$ cat src/rtl/sfpd_pkg.sv
package sfpd_pkg;

    localparam int unsigned BYTE_W    = 8;
    localparam int unsigned CFG_IDX_W = 2;
    localparam int unsigned CAP_DEPTH = 8;
    localparam int unsigned CAP_IDX_W = $clog2(CAP_DEPTH);
    localparam int unsigned CNT_W     = CAP_IDX_W + 1;

    // Register indexes on the configuration port
    localparam logic [CFG_IDX_W-1:0] CFG_SYNC    = 2'd0;
    localparam logic [CFG_IDX_W-1:0] CFG_END     = 2'd1;
    localparam logic [CFG_IDX_W-1:0] CFG_COMMAND = 2'd2;

    // Register values after reset
    localparam logic [BYTE_W-1:0] SYNC_RST    = 8'h55;
    localparam logic [BYTE_W-1:0] END_RST     = 8'hAA;
    localparam logic [BYTE_W-1:0] COMMAND_RST = 8'h00;

    typedef struct packed {
        logic [BYTE_W-1:0] sync_value;
        logic [BYTE_W-1:0] end_value;
        logic [BYTE_W-1:0] command_value;
    } t_cfg;

    typedef struct packed {
        logic [BYTE_W-1:0] ch1_byte0;
        logic [BYTE_W-1:0] ch1_byte1;
        logic [BYTE_W-1:0] ch1_byte2;
        logic [BYTE_W-1:0] ch1_byte3;
        logic [BYTE_W-1:0] ch2_byte0;
        logic [BYTE_W-1:0] ch2_byte1;
        logic [BYTE_W-1:0] ch2_byte2;
        logic [BYTE_W-1:0] ch2_byte3;
        logic              short_payload;
    } t_result;

    // Parser status toward the result stage
    typedef struct packed {
        logic frame_done;  // accepted byte closes a valid frame
        logic at_last_end; // next byte may close a frame
    } t_parse_status;

endpackage

$ cat src/rtl/sfpd_if.sv
interface sfpd_byte_if import sfpd_pkg::*; ();
    logic              valid;
    logic              ready;
    logic [BYTE_W-1:0] rx_byte;

    modport source (output valid, output rx_byte, input ready);
    modport sink   (input valid, input rx_byte, output ready);
endinterface

interface sfpd_result_if import sfpd_pkg::*; ();
    logic              valid;
    logic              ready;
    logic [BYTE_W-1:0] ch1_byte0;
    logic [BYTE_W-1:0] ch1_byte1;
    logic [BYTE_W-1:0] ch1_byte2;
    logic [BYTE_W-1:0] ch1_byte3;
    logic [BYTE_W-1:0] ch2_byte0;
    logic [BYTE_W-1:0] ch2_byte1;
    logic [BYTE_W-1:0] ch2_byte2;
    logic [BYTE_W-1:0] ch2_byte3;
    logic              short_payload;

    modport source (
        output valid, input ready,
        output ch1_byte0, output ch1_byte1, output ch1_byte2, output ch1_byte3,
        output ch2_byte0, output ch2_byte1, output ch2_byte2, output ch2_byte3,
        output short_payload
    );
    modport sink (
        input valid, output ready,
        input ch1_byte0, input ch1_byte1, input ch1_byte2, input ch1_byte3,
        input ch2_byte0, input ch2_byte1, input ch2_byte2, input ch2_byte3,
        input short_payload
    );
endinterface

interface sfpd_cfg_if import sfpd_pkg::*; ();
    logic                 valid;
    logic                 ready;
    logic [CFG_IDX_W-1:0] index;
    logic [BYTE_W-1:0]    data;

    modport source (output valid, output index, output data, input ready);
    modport sink   (input valid, input index, input data, output ready);
endinterface

$ cat src/rtl/sfpd_cfg_regs.sv
module sfpd_cfg_regs import sfpd_pkg::*; (
    input  logic                 i_clk,
    input  logic                 i_rst_n,
    input  logic                 i_wr_en,
    input  logic [CFG_IDX_W-1:0] i_wr_index,
    input  logic [BYTE_W-1:0]    i_wr_data,
    output t_cfg                 o_cfg
);

    t_cfg r_cfg;
    t_cfg n_cfg;

    // Decode the register index; unknown indexes drop the request
    always_comb begin
        n_cfg = r_cfg;
        if (i_wr_en) begin
            unique case (i_wr_index)
                CFG_SYNC:    n_cfg.sync_value    = i_wr_data;
                CFG_END:     n_cfg.end_value     = i_wr_data;
                CFG_COMMAND: n_cfg.command_value = i_wr_data;
                default:     n_cfg = r_cfg;
            endcase
        end
    end

    always_ff @(posedge i_clk) begin
        if (!i_rst_n) begin
            r_cfg.sync_value    <= SYNC_RST;
            r_cfg.end_value     <= END_RST;
            r_cfg.command_value <= COMMAND_RST;
        end else begin
            r_cfg <= n_cfg;
        end
    end

    assign o_cfg = r_cfg;

endmodule

$ cat src/rtl/sfpd_parser.sv
module sfpd_parser import sfpd_pkg::*; (
    input  logic              i_clk,
    input  logic              i_rst_n,
    input  t_cfg              i_cfg,
    input  logic              i_byte_en,
    input  logic [BYTE_W-1:0] i_byte,
    output t_parse_status     o_status,
    output t_result           o_result
);

    localparam logic [3:0] PH_IDLE  = 4'd0;
    localparam logic [3:0] PH_SYNC2 = 4'd1;
    localparam logic [3:0] PH_SYNC3 = 4'd2;
    localparam logic [3:0] PH_CMD   = 4'd3;
    localparam logic [3:0] PH_LEN   = 4'd4;
    localparam logic [3:0] PH_DATA  = 4'd5;
    localparam logic [3:0] PH_END1  = 4'd6;
    localparam logic [3:0] PH_END2  = 4'd7;
    localparam logic [3:0] PH_END3  = 4'd8;

    logic [3:0]        r_phase;
    logic [3:0]        n_phase;
    logic [BYTE_W-1:0] r_left;
    logic [BYTE_W-1:0] n_left;
    logic [CNT_W-1:0]  r_count;
    logic [CNT_W-1:0]  n_count;
    logic [BYTE_W-1:0] r_cap [CAP_DEPTH];
    logic              frame_start;
    logic              cap_wr;
    logic              done;

    logic sync_hit;
    logic end_hit;
    logic cmd_hit;

    assign sync_hit = (i_byte == i_cfg.sync_value);
    assign end_hit  = (i_byte == i_cfg.end_value);
    assign cmd_hit  = (i_byte == i_cfg.command_value);

    // Next phase; any mismatch drops back to idle and consumes the byte
    always_comb begin
        n_phase     = r_phase;
        n_left      = r_left;
        n_count     = r_count;
        frame_start = 1'b0;
        cap_wr      = 1'b0;
        done        = 1'b0;
        if (i_byte_en) begin
            unique case (r_phase)
                PH_IDLE: begin
                    if (sync_hit) begin
                        frame_start = 1'b1;
                        n_count     = '0;
                        n_left      = '0;
                        n_phase     = PH_SYNC2;
                    end
                end
                PH_SYNC2: n_phase = sync_hit ? PH_SYNC3 : PH_IDLE;
                PH_SYNC3: n_phase = sync_hit ? PH_CMD : PH_IDLE;
                PH_CMD:   n_phase = cmd_hit ? PH_LEN : PH_IDLE;
                PH_LEN: begin
                    n_left  = i_byte;
                    n_phase = PH_DATA;
                end
                PH_DATA: begin
                    // Store the first eight payload bytes, skip the rest
                    if (!r_count[CNT_W-1]) begin
                        cap_wr  = 1'b1;
                        n_count = r_count + CNT_W'(1);
                    end
                    if (r_left <= BYTE_W'(1)) begin
                        n_left  = '0;
                        n_phase = PH_END1;
                    end else begin
                        n_left = r_left - BYTE_W'(1);
                    end
                end
                PH_END1: n_phase = end_hit ? PH_END2 : PH_IDLE;
                PH_END2: n_phase = end_hit ? PH_END3 : PH_IDLE;
                PH_END3: begin
                    n_phase = PH_IDLE;
                    done    = end_hit;
                end
                default: n_phase = PH_IDLE;
            endcase
        end
    end

    always_ff @(posedge i_clk) begin
        if (!i_rst_n) begin
            r_phase <= PH_IDLE;
            r_left  <= '0;
            r_count <= '0;
        end else begin
            r_phase <= n_phase;
            r_left  <= n_left;
            r_count <= n_count;
        end
    end

    // Capture buffer: cleared at frame start, first eight payload bytes written
    always_ff @(posedge i_clk) begin
        if (!i_rst_n || frame_start) begin
            for (int k = 0; k < CAP_DEPTH; k++) begin
                r_cap[k] <= '0;
            end
        end else if (cap_wr) begin
            r_cap[r_count[CAP_IDX_W-1:0]] <= i_byte;
        end
    end

    assign o_status.frame_done  = done;
    assign o_status.at_last_end = (r_phase == PH_END3);

    assign o_result.ch1_byte0     = r_cap[0];
    assign o_result.ch1_byte1     = r_cap[1];
    assign o_result.ch1_byte2     = r_cap[2];
    assign o_result.ch1_byte3     = r_cap[3];
    assign o_result.ch2_byte0     = r_cap[4];
    assign o_result.ch2_byte1     = r_cap[5];
    assign o_result.ch2_byte2     = r_cap[6];
    assign o_result.ch2_byte3     = r_cap[7];
    assign o_result.short_payload = !r_count[CNT_W-1];

endmodule

$ cat src/rtl/sfpd_out_reg.sv
module sfpd_out_reg import sfpd_pkg::*; (
    input  logic    i_clk,
    input  logic    i_rst_n,
    input  logic    i_load,
    input  t_result i_result,
    input  logic    i_ready,
    output logic    o_valid,
    output logic    o_blocked,
    output t_result o_result
);

    logic    r_valid;
    t_result r_result;

    // Hold the result until the downstream side takes it
    always_ff @(posedge i_clk) begin
        if (!i_rst_n) begin
            r_valid <= 1'b0;
        end else if (i_load) begin
            r_valid <= 1'b1;
        end else if (i_ready) begin
            r_valid <= 1'b0;
        end
    end

    always_ff @(posedge i_clk) begin
        if (i_load) begin
            r_result <= i_result;
        end
    end

    assign o_valid   = r_valid;
    assign o_blocked = r_valid && !i_ready;
    assign o_result  = r_result;

endmodule

$ cat src/rtl/sync_framed_packet_deframer.sv
// Channel   Dir  Handshake       Payload
// i_byte    in   valid / ready   rx_byte[7:0]
// i_cfg     in   valid / ready   index[1:0], data[7:0] (0 sync, 1 end, 2 command)
// o_result  out  valid / ready   ch1_byte0..3, ch2_byte0..3, short_payload
//
// One byte is taken per cycle when ready; a completed frame shows on o_result
// the cycle after its last end byte is taken, from a single result register.
// Reset (synchronous, i_rst_n low) returns the parser to idle, empties the
// result register and restores sync 0x55, end 0xAA, command 0x00.
// i_byte.ready drops only when the parser waits for the last end byte while
// an earlier result is still held on o_result. i_cfg.ready is always high.
module sync_framed_packet_deframer import sfpd_pkg::*; (
    input  logic           i_clk,
    input  logic           i_rst_n,
    sfpd_byte_if.sink      i_byte,
    sfpd_cfg_if.sink       i_cfg,
    sfpd_result_if.source  o_result
);

    t_cfg          cfg;
    t_parse_status status;
    t_result       cap_result;
    t_result       out_result;
    logic          byte_en;
    logic          out_valid;
    logic          out_blocked;

    // Accept configuration requests at any time
    assign i_cfg.ready = 1'b1;

    sfpd_cfg_regs u_cfg_regs (
        .i_clk      (i_clk),
        .i_rst_n    (i_rst_n),
        .i_wr_en    (i_cfg.valid),
        .i_wr_index (i_cfg.index),
        .i_wr_data  (i_cfg.data),
        .o_cfg      (cfg)
    );

    // Stall input only when this byte could close a frame and output is full
    assign i_byte.ready = !(status.at_last_end && out_blocked);
    assign byte_en      = i_byte.valid && i_byte.ready;

    sfpd_parser u_parser (
        .i_clk    (i_clk),
        .i_rst_n  (i_rst_n),
        .i_cfg    (cfg),
        .i_byte_en(byte_en),
        .i_byte   (i_byte.rx_byte),
        .o_status (status),
        .o_result (cap_result)
    );

    sfpd_out_reg u_out_reg (
        .i_clk    (i_clk),
        .i_rst_n  (i_rst_n),
        .i_load   (status.frame_done),
        .i_result (cap_result),
        .i_ready  (o_result.ready),
        .o_valid  (out_valid),
        .o_blocked(out_blocked),
        .o_result (out_result)
    );

    assign o_result.valid         = out_valid;
    assign o_result.ch1_byte0     = out_result.ch1_byte0;
    assign o_result.ch1_byte1     = out_result.ch1_byte1;
    assign o_result.ch1_byte2     = out_result.ch1_byte2;
    assign o_result.ch1_byte3     = out_result.ch1_byte3;
    assign o_result.ch2_byte0     = out_result.ch2_byte0;
    assign o_result.ch2_byte1     = out_result.ch2_byte1;
    assign o_result.ch2_byte2     = out_result.ch2_byte2;
    assign o_result.ch2_byte3     = out_result.ch2_byte3;
    assign o_result.short_payload = out_result.short_payload;

`ifndef SYNTHESIS
    // A finished frame never lands on a result still waiting downstream
    a_no_overwrite: assert property (@(posedge i_clk) disable iff (!i_rst_n)
        status.frame_done |-> (!out_valid || o_result.ready))
        else $error("frame completed while result register was blocked");

    // A finished frame is offered on the next cycle
    a_done_shows: assert property (@(posedge i_clk) disable iff (!i_rst_n)
        status.frame_done |=> o_result.valid)
        else $error("completed frame not presented");

    // Input stalls only behind a blocked result
    a_stall_cause: assert property (@(posedge i_clk) disable iff (!i_rst_n)
        !i_byte.ready |-> (o_result.valid && !o_result.ready))
        else $error("input stalled without a blocked result");
`endif

endmodule
$ cat src/flat_wrapper.sv
// flat-port wrapper written by rule: the top's interface ports become plain ports
module sync_framed_packet_deframer_flat import sfpd_pkg::*;
  (i_clk, i_rst_n, i_byte_valid, i_byte_rx_byte, i_byte_ready, i_cfg_valid, i_cfg_index, i_cfg_data, i_cfg_ready, o_result_valid, o_result_ready, o_result_ch1_byte0, o_result_ch1_byte1, o_result_ch1_byte2, o_result_ch1_byte3, o_result_ch2_byte0, o_result_ch2_byte1, o_result_ch2_byte2, o_result_ch2_byte3, o_result_short_payload);
  sfpd_byte_if i_byte_i ();
  sfpd_cfg_if i_cfg_i ();
  sfpd_result_if o_result_i ();
  input  logic i_clk;
  input  logic i_rst_n;
  input wire logic [$bits(i_byte_i.valid)-1:0] i_byte_valid;
  input wire logic [$bits(i_byte_i.rx_byte)-1:0] i_byte_rx_byte;
  output wire logic [$bits(i_byte_i.ready)-1:0] i_byte_ready;
  input wire logic [$bits(i_cfg_i.valid)-1:0] i_cfg_valid;
  input wire logic [$bits(i_cfg_i.index)-1:0] i_cfg_index;
  input wire logic [$bits(i_cfg_i.data)-1:0] i_cfg_data;
  output wire logic [$bits(i_cfg_i.ready)-1:0] i_cfg_ready;
  output wire logic [$bits(o_result_i.valid)-1:0] o_result_valid;
  input wire logic [$bits(o_result_i.ready)-1:0] o_result_ready;
  output wire logic [$bits(o_result_i.ch1_byte0)-1:0] o_result_ch1_byte0;
  output wire logic [$bits(o_result_i.ch1_byte1)-1:0] o_result_ch1_byte1;
  output wire logic [$bits(o_result_i.ch1_byte2)-1:0] o_result_ch1_byte2;
  output wire logic [$bits(o_result_i.ch1_byte3)-1:0] o_result_ch1_byte3;
  output wire logic [$bits(o_result_i.ch2_byte0)-1:0] o_result_ch2_byte0;
  output wire logic [$bits(o_result_i.ch2_byte1)-1:0] o_result_ch2_byte1;
  output wire logic [$bits(o_result_i.ch2_byte2)-1:0] o_result_ch2_byte2;
  output wire logic [$bits(o_result_i.ch2_byte3)-1:0] o_result_ch2_byte3;
  output wire logic [$bits(o_result_i.short_payload)-1:0] o_result_short_payload;
  assign i_byte_i.valid = i_byte_valid;
  assign i_byte_i.rx_byte = i_byte_rx_byte;
  assign i_byte_ready = i_byte_i.ready;
  assign i_cfg_i.valid = i_cfg_valid;
  assign i_cfg_i.index = i_cfg_index;
  assign i_cfg_i.data = i_cfg_data;
  assign i_cfg_ready = i_cfg_i.ready;
  assign o_result_valid = o_result_i.valid;
  assign o_result_i.ready = o_result_ready;
  assign o_result_ch1_byte0 = o_result_i.ch1_byte0;
  assign o_result_ch1_byte1 = o_result_i.ch1_byte1;
  assign o_result_ch1_byte2 = o_result_i.ch1_byte2;
  assign o_result_ch1_byte3 = o_result_i.ch1_byte3;
  assign o_result_ch2_byte0 = o_result_i.ch2_byte0;
  assign o_result_ch2_byte1 = o_result_i.ch2_byte1;
  assign o_result_ch2_byte2 = o_result_i.ch2_byte2;
  assign o_result_ch2_byte3 = o_result_i.ch2_byte3;
  assign o_result_short_payload = o_result_i.short_payload;
  sync_framed_packet_deframer u_core (.i_clk(i_clk), .i_rst_n(i_rst_n), .i_byte(i_byte_i), .i_cfg(i_cfg_i), .o_result(o_result_i));
endmodule
$ cat config.mk
export PLATFORM = sky130hd
export DESIGN_NAME = sync_framed_packet_deframer_flat
export DESIGN_NICKNAME = d
export VERILOG_FILES = /design/src/rtl/sfpd_pkg.sv /design/src/rtl/sfpd_if.sv /design/src/rtl/sfpd_cfg_regs.sv /design/src/rtl/sfpd_parser.sv /design/src/rtl/sfpd_out_reg.sv /design/src/rtl/sync_framed_packet_deframer.sv /design/src/flat_wrapper.sv
export SDC_FILE = /design/constraint.sdc
export NUM_CORES = 1
export LEC_CHECK = 0
export ABC_AREA = 1
export BUFFER_PORTS_ARGS = -buffer_cell sky130_fd_sc_hd__buf_4
export CORE_ASPECT_RATIO = 1.25
export CORE_MARGIN = 2
export CORE_UTILIZATION = 61
export DETAILED_ROUTE_END_ITERATION = 8
export PLACE_DENSITY = 0.81
export REMOVE_ABC_BUFFERS = 1
export SLEW_MARGIN = 40
export SYNTH_ARGS = -nofsm -noshare
export SYNTH_HDL_FRONTEND = slang
export SYNTH_SLANG_ARGS = --single-unit
$ cat constraint.sdc
create_clock -name i_clk -period 7.3 [get_ports i_clk]
set_input_delay 0.73 -clock i_clk [delete_from_list [all_inputs] [get_ports i_clk]]
set_output_delay 0.73 -clock i_clk [all_outputs]
set_load 0.02 [all_outputs]
Word-level counts from Yosys, hierarchy flattened. Memories as Yosys holds them, arrays and structs flattened. A register that Yosys moved wholly into a read port is not among the register bits. Cells that the tools add are included. W data, S select, Z words.

Register bits: 42. Memory bits (writable): 64. Bits of input ports: 23. Output and inout port bits: 68. Word-level logic and storage cells: 82. Memories kept: 1.

Memory list: u_core.u_parser.r_cap (words 8, bits a word 8, rd ports 8, clocked after memory_dff 8, write ports 8, RTL line sfpd_parser.sv:27) `logic [BYTE_W-1:0] r_cap [CAP_DEPTH];`.

$add $sub $neg: 2. $lt $le $gt $ge: 1. Eq/ne operators: 16. Multiplexer cells: 32. Reductions and logical operators: 21.

Operators with widths (count): $pmux W4 S8 (1); $eq A8 B8 Y1 (3); $mux W8 (3); $pmux W8 S3 (1); $mux W4 (5); $eq A4 B3 Y1 const B (4); $mux W1 (16); $mux W3 (3); $reduce_and A3 Y1 (3); $eq A4 B2 Y1 const B (2); $le A8 B1 Y1 const B (1); $pmux W4 S2 (1); $reduce_or A8 Y1 (1); $sub A8 B1 Y8 const B (1); $ne A2 B2 Y1 const B (3); $reduce_and A2 Y1 (3); $add A4 B1 Y4 const B (1); $eq A4 B1 Y1 const B (1); $eq A4 B4 Y1 const B (1); $logic_not A1 Y1 (4); $logic_not A4 Y1 (1); $mux W2 (2); $reduce_and A4 Y1 (1); $reduce_bool A2 Y1 (2); other kinds (6) (8).

Logic depth before layout (Yosys ltp). Gate-level depths: netlist (run 1).

Depth in word-level cells: 11. Mapped depth: 12. Mapped depth without buffers: 12.

Hierarchy. Synthesis (run 1) repeated with hierarchy kept, for this count alone.

Cells, all modules: 635. Area total of the unflattened synthesis: 7000.5 um2.

Modules (own cells, without submodules): sfpd_parser (times used 1, cells an instance 417, area each 3955.0 um2, sequential area each 2242.2 um2); sfpd_out_reg (times used 1, cells an instance 72, area each 2001.9 um2, sequential area each 1971.9 um2); sfpd_cfg_regs (times used 1, cells an instance 141, area each 1016.0 um2, sequential area each 480.5 um2); sync_framed_packet_deframer (times used 1, cells an instance 5, area each 27.5 um2, sequential area each 0.0 um2).

Worst setup path after synthesis (run 1). No wires, ideal clock.

Path type: input-to-reg. From: in o_result_ready. To: reg, netlist name o_result_ch1_byte0[0]. Setup time: 0.419 ns. Arrival time: 2.620 ns. Required time: 6.881 ns. Path slack: 4.261 ns. Cell stages on the path: 8. Buffers on the path: 0. Path through: inv_1 > nand2_1 > inv_1 > nand2_2 > nand2_1 > inv_2 > nand4_1 > inv_1.

Cells in the longest elaborated chain, start to end: 6.

RTL lines: start: declaration (RTL line flat_wrapper.sv:17) `input wire logic [$bits(o_result_i.ready)-1:0] o_result_ready;`; $logic_not A1 Y1 (RTL line sfpd_out_reg.sv:33) `assign o_blocked = r_valid && !i_ready;`; $logic_and A1 B1 Y1 (RTL line sfpd_out_reg.sv:33); $logic_and A1 B1 Y1 (RTL line sync_framed_packet_deframer.sv:41) `assign i_byte.ready = !(status.at_last_end && out_blocked);`; $logic_not A1 Y1 (RTL line sync_framed_packet_deframer.sv:41); net i_byte_ready (RTL line flat_wrapper.sv:11) `output wire logic [$bits(i_byte_i.ready)-1:0] i_byte_ready;`; $logic_and A1 B1 Y1 (RTL line sync_framed_packet_deframer.sv:42) `assign byte_en = i_byte.valid && i_byte.ready;`; $mux W1 (RTL line sfpd_parser.sv:48) `if (i_byte_en) begin`; net u_core.u_out_reg.i_load (RTL line sfpd_out_reg.sv:4) `input logic i_load,`.

The timed path passes the listed nets, and every way through them passes these cells. A chain may end at the register's enable or synchronous reset.

==> results of run 1 <==
-- power by group through the flow --
stage	Combinational, uW	Clock, uW	Sequential [uW]
6_report	94.5	926	1070
5_1_grt	106	970	1070
4_1_cts	94.0	929	1070
3_5_place_dp	93.5	0	1090
3_3_place_gp	90.4	0	1080
2_1_floorplan	58.8	0	1080
-- stage by stage --
stage	power (uW)	instances	area, um2	setup slack, ns	utilization, %
floorplan	1140	589	6640	4.26	-
global placement	1180	811	7480	4.29	70.1
detailed placement	1180	811	7480	4.06	70.1
CTS	2090	843	8090	4.41	75.9
global route	2140	843	8090	4.52	75.9
finish	2090	843	8090	4.70	75.9
-- flip-flops by register name, indices dropped and copies added, names as in the netlist, 8 cells and up --
register / flops
o_result_ch1_byte1: 8
o_result_ch2_byte2: 8
o_result_ch1_byte2: 8
u_core.u_parser.r_cap: 64
o_result_ch2_byte3: 8
u_core.u_cfg_regs.o_cfg: 24
o_result_ch2_byte1: 8
u_core.u_parser.r_left: 8
o_result_ch1_byte0: 8
o_result_ch1_byte3: 8
o_result_ch2_byte0: 8
-- metal layers --
metal / wire length, um / part of all wire, % / global-route usage [%] / up-vias
met1: 5360 / 39 / 29.6 / 2199
met4: 301 / 2.2 / 8.16 / 0
met5: 0 / 0 / 0 / -
met3: 1010 / 7.4 / 7.32 / 30
met2: 7080 / 51 / 42.4 / 199
li1: - / - / - / 2214
-- worst paths after layout --
path                                               endpoint                   startpoint  depth (start not counted)
worst max-delay path            u_core.u_parser.r_cap[6][4]            i_byte_rx_byte[4]                         11
worst min-delay path                  o_result_ch2_byte1[1]  u_core.u_parser.r_cap[5][1]                          0
worst max register to register  u_core.u_parser.r_cap[6][4]   u_core.u_parser.r_phase[3]                          9
worst min register to register        o_result_ch2_byte1[1]  u_core.u_parser.r_cap[5][1]                          0
-- critical path: stages --
cell	delay, ns
buf_4	0.10
inv_1	0.22
nand2_1	0.14
nand2_1	0.05
nand2_1	0.09
nor2_1	0.05
nand2_1	0.08
inv_1	0.05
nand2_2	0.09
nand4_4	0.30
o21ai_1	0.74
-- Yosys cell counts (all sizes together) --
| library cell | count | share of area (%) |
|---|---|---|
| clkinv | 5 | 0.28 |
| dfxtp | 41 | 12 |
| nor2 | 103 | 6.0 |
| nand4 | 6 | 0.78 |
| xnor2 | 15 | 2.0 |
| o21ai | 27 | 2.0 |
| a21oi | 19 | 1.4 |
| o22ai | 6 | 0.56 |
| edfxtp | 129 | 58 |
| xor2 | 2 | 0.26 |
| nand2 | 123 | 7.2 |
| nand3 | 23 | 1.9 |
| nor3 | 27 | 2.3 |
| o211ai | 5 | 0.56 |
| or2 | 3 | 0.28 |
| buf | 5 | 0.60 |
| clkbuf | 6 | 0.34 |
| inv | 51 | 2.9 |
| conb | 1 | 0.056 |
| ha | 3 | 0.56 |
-- area by class of cell --
cell class / instances / area (um2)
clock buffer: 18 / 429
clock inverter: 14 / 185
fill: 676 / 2570
inverter: 56 / 210
multi-input combinational: 363 / 1730
sequential: 170 / 4690
tap: 132 / 165
timing repair buffer: 90 / 676
-- logic make-up after synthesis --
family	synth area share, %
flip-flops	70.1
other	0.0560
buffers and inverters	4.07
adder cells (fa/ha/maj)	0.560
XOR/XNOR	2.22
AO/OA/AOI/OAI	4.56
AND/OR/NAND/NOR	18.5
==> metrics.md, run 1 <==
| Metric | Value |
|---|---|
| TNS Setup | `0 ns` |
| Register area share after synthesis | `70.1%` |
| Nets | `slightly above 700` |
| WP data required | `7.35 ns` |
| Final Max Tran Viols | `0` |
| Routed len/inst | `16.3 um` |
| Hpwl dp | `~9100 um` |
| Initial antenna violation count | `0` |
| Fmax | `~380 MHz` |
| Min Tclk post-route | `2.60 ns` |
| Combinational Power Share | `4.5%` |
| GR Overflow Total | `0` |
| Clock Path Buffers | `2` |
| Final ANT Viol Nets | `0` |
| Int Pwr | `roughly 1600 uW` |
| Largest net degree at the start of global routing | `66` |
| Die X | `around 98 um` |
| Seq pwr share | `51.1%` |
| Layout cells sized above 1 | `20.8%` |
| Hold Buf Count CTS | `0` |
| Number of diodes | `0` |
| Sw power | `between 400 and 500 uW` |
| Crit Path Max Fanout | `27` |
| Final hold violation count | `0` |
| Static leakage | `approximately 0.0032 uW` |
| Latest clock arrival within the worst-skew pair | `0.42 ns` |
| Mapped Cells | `600` |
| Worst rel slew slack | `approximately 46%` |
| Setup Viol. Count Final | `0` |
| Total setup buffers inserted after CTS | `0` |
| DR vias/cell | `5.51` |
| Placer Congestion | `0.868` |
| Final Cycle Share | `a little over a third` |
| WHS | `~0.42 ns` |
| 1st-iter DRT viols | `407` |
| CTS root buf | `clkbuf_16` |
| TritonCTS Buffers | `17` |
| # clock sinks | `between 150 and 200` |
| Pwr/cell area | `258 nW/um2` |
| Peak VDD IR | `0.167 mV` |
| Worst-path clk slew | `0.06 ns` |
| Status | `finished, final reports clean` |
| Buffers on Ports | `89` |
| Initial cell density of the core | `a little over three fifths` |
| RSZ-0062 raised after global routing | `false` |
| Post-Synthesis Cell Area | `6700 um2` |
| R2r setup slk | `4.77 ns` |
| All-layer global routing usage | `24.5%` |
| Distinct cells, synth | `29` |
| Crit start category | `input pin` |
| Worst setup path category | `input pin to flip-flop` |
| Critical Path Sink Type | `flip-flop` |
| Max-Cap Viols | `0` |
| Full die area | `11800 um2` |
| PostCTS Resize Cnt | `0` |
| Chip Height | `121 um` |
| Avg Cell Area, Syn | `11.2 um2` |
| Worst-margin pin slew | `0.808 ns` |
| Layout area overhead | `20.8%` |
| DRC viols | `0` |
| Yosys warns | `0` |
| CTS tree | `built` |
| Clock power share | `44.4%` |
| Site row count | `between 40 and 50` |
| Clock Skews | `0.00530 ns` |
| Most common cell after layout, fill and taps aside | `edfxtp_1` |
| Vias in the first global route | `4425` |
| Worst Hold Class | `flip-flop to flip-flop` |
| Max H-tree Level | `4` |
| First-pass GRT wire length | `22100 um` |
| Vias | `about 4600` |
| Core Box Area | `10700 um2` |
| Sw frac | `~22%` |
| DRT Wirelength | `~14000 um` |
| Synthesized flop and latch total | `170` |
| Worst path arrival time | `2.65 ns` |
| 1st-pass router iterations | `5` |
| Most frequent cells in the layout | `edfxtp_1, nand2_1, nor2_1, buf_4, inv_1` |
| Io pins | `91` |
(Power assumes the default switching activity.)
==> inputs of run 2 (changes only) <==
--- a/config.mk
+++ b/config.mk
@@ -9,9 +9,9 @@
 export BUFFER_PORTS_ARGS = -buffer_cell sky130_fd_sc_hd__buf_4
 export CORE_ASPECT_RATIO = 1.25
 export CORE_MARGIN = 2
-export CORE_UTILIZATION = 61
+export CORE_UTILIZATION = 51
 export DETAILED_ROUTE_END_ITERATION = 8
-export PLACE_DENSITY = 0.81
+export PLACE_DENSITY = 0.72
 export REMOVE_ABC_BUFFERS = 1
 export SLEW_MARGIN = 40
 export SYNTH_ARGS = -nofsm -noshare
==> constraint.sdc (replaced) <==
create_clock -name i_clk -period 2.3 [get_ports i_clk]
set_input_delay 0.23 -clock i_clk [delete_from_list [all_inputs] [get_ports i_clk]]
set_output_delay 0.23 -clock i_clk [all_outputs]
set_load 0.02 [all_outputs]
==> metrics.md, run 2 (synthesis gave the netlist of run 1 again) <==
| Metric | Value |
|---|---|
| Layout area overhead | `23.3%` |
| RSZ-0062 raised after global routing | `false` |
| Placer Congestion | `0.865 (-0.39%)` |
| Top reg by flops | `u_core.u_parser.r_cap` |
| Worst path arrival time | `2.16 ns (-0.49 ns)` |
| Final Max Tran Viols | `0 (unchanged)` |
| Final ANT Viol Nets | `0 (unchanged)` |
| Full die area | `14100 um2 (+19%)` |
| Fill count | `1002 (+48%)` |
| DR vias/cell | `4.98 (-9.6%)` |
| # clock sinks | `170 (unchanged)` |
| Most common cell after layout, fill and taps aside | `edfxtp_1` |
| Core Box Area | `12800 um2 (+20%)` |
| First-pass GRT wire length | `20400 um (-7.9%)` |
| Latest clock arrival within the worst-skew pair | `0.42 ns (about the same)` |
| Fmax | `482 MHz` |
| Min Tclk post-route | `2.07 ns` |
| Placed Area | `7650 um2 (+2.3%)` |
| Crit start category | `flip-flop` |
| Setup Viol. Count Final | `0 (unchanged)` |
| Site row count | `46 (+9.5%)` |
| Initial cell density of the core | `52.4% (-10 points)` |
| Hpwl dp | `9100 um (+0.43%)` |
| Clock Skews | `0.0120 ns (+0.00667 ns)` |
| DRC viols | `0 (unchanged)` |
| Worst-margin pin slew | `0.503 ns (-0.305 ns)` |
| CTS tree | `built` |
| Initial antenna violation count | `0 (unchanged)` |
| Hold Buf Count CTS | `0 (unchanged)` |
| Most frequent cells in the layout | `edfxtp_1, nand2_1, buf_4, nor2_1, inv_1` |
| Max reg flops | `64 (unchanged)` |
| Pwr/cell area | `788 nW/um2 (+210%)` |
| Worst rel slew slack | `66.5% (+20 points)` |
| TritonCTS Buffers | `17 (unchanged)` |
| Number of diodes | `0 (unchanged)` |
| Die X | `107 um (+9.0%)` |
| Status | `finished, final reports clean` |
| CTS root buf | `clkbuf_16` |
| Worst Hold Class | `input pin to flip-flop` |
| Largest net degree at the start of global routing | `36 (-45%)` |
| Static leakage | `0.00328 uW (+2.3%)` |
| PostCTS Resize Cnt | `0 (unchanged)` |
| All-layer global routing usage | `19.1% (-5.5 points)` |
| 1st-pass router iterations | `4 (-1)` |
| WP data required | `2.39 ns (-4.96 ns)` |
| Nets | `738 (+1.9%)` |
| WHS | `0.0348 ns (-0.381 ns)` |
| DRT Wirelength | `12800 um (-6.7%)` |
| Max-Cap Viols | `0 (unchanged)` |
| Final hold violation count | `0 (unchanged)` |
| Max H-tree Level | `4 (unchanged)` |
| Clock Path Buffers | `2 (unchanged)` |
| FF+latch area | `4690 um2 (unchanged)` |
| Final Cycle Share | `approximately nine tenths` |
| Pwr Total | `6510 uW (+210%)` |
| Vias in the first global route | `4245 (-4.1%)` |
| Crit Path Max Fanout | `9 (-67%)` |
| Total setup buffers inserted after CTS | `0 (unchanged)` |
| Chip Height | `132 um (+9.1%)` |
| Critical Path Sink Type | `flip-flop` |
| 1st-iter DRT viols | `245 (-40%)` |
| Layout cells sized above 1 | `22.9% (+2.1 points)` |
| Buffers on Ports | `89 (unchanged)` |
| TNS Setup | `0 ns (unchanged)` |
| Finished Cell Area | `8260 um2 (+2.1%)` |
| GR Overflow Total | `0 (unchanged)` |
| Io pins | `91 (unchanged)` |
| Vias | `4444 (-4.3%)` |
| Routed len/inst | `14.4 um (-12%)` |
| Worst setup path category | `flip-flop to flip-flop` |
| Peak VDD IR | `0.498 mV (+200%)` |
| Worst-path clk slew | `0.07 ns (about the same)` |
| Multi-input gate area in the final layout | `1740 um2 (+0.29%)` |
-- run 2: cell count changes in the layout (fill, tap and decap cells not counted), sizes merged --
cell / previous run / this run
buf: 90 / 104
inv: 56 / 59
bufinv: 3 / 1
clkbuf: 18 / 17
clkinv: 10 / 11
clkinvlp: 1 / 0
-- run 2: critical path, stage by stage, from the launching register on --
cell	delay [ns]
dfxtp_1	0.36
inv_2	0.07
nand2_1	0.09
nor3_2	0.16
nand2_2	0.09
nand3_1	0.08
inv_1	0.05
nand2_2	0.09
nand2_1	0.10
nor2_4	0.21
nand2_2	0.15
nand2_1	0.30
-- run 2: metrics by stage --
stage,worst slack (ns),cells,util (%)
2_1_floorplan,-0.467,589,-
3_3_place_gp,0.272,861,59.9
3_5_place_dp,0.214,861,59.9
4_1_cts,0.208,893,64.6
5_1_grt,0.00109,893,64.6
6_report,0.226,893,64.6
-- run 2: path summary, 6_finish.rpt --
kind | endpoint | slack [ns] | cells after the start | startpoint
worst max-delay path | u_core.u_parser.r_cap[7][2] | 0.23 | 11 | u_core.u_parser.r_phase[1]
worst max register to register | u_core.u_parser.r_cap[7][2] | 0.23 | 11 | u_core.u_parser.r_phase[1]
worst min-delay path | u_core.u_cfg_regs.o_cfg[18] | 0.03 | 3 | i_cfg_data[2]
worst min register to register | o_result_ch1_byte3[0] | 0.42 | 0 | u_core.u_parser.r_cap[3][0]
-- run 2: final cells by class --
type,instances,area share [%]
clock buffers,17,5.15
clock inverters,15,2.14
inverters,56,2.54
multi-input cells,363,21.0
flip-flops and latches,170,56.8
well taps,168,2.54
repair buffers,104,9.75
-- run 2: per-layer routing --
| metal | routed length [um] | part of all wire [%] | vias up | GRT usage [%] |
|---|---|---|---|---|
| li1 | - | - | 2245 | - |
| met1 | 5210 | 41 | 2044 | 21.6 |
| met2 | 6620 | 52 | 132 | 33.6 |
| met3 | 742 | 5.8 | 23 | 4.94 |
| met4 | 252 | 2.0 | 0 | 8.51 |
| met5 | 0 | 0 | - | 0 |
-- run 2: power by group --
group	total (uW)	internal (uW)	switching, uW
Combinational	316	106	210
Sequential	3380	3350	27.9
Clock	2810	1560	1260
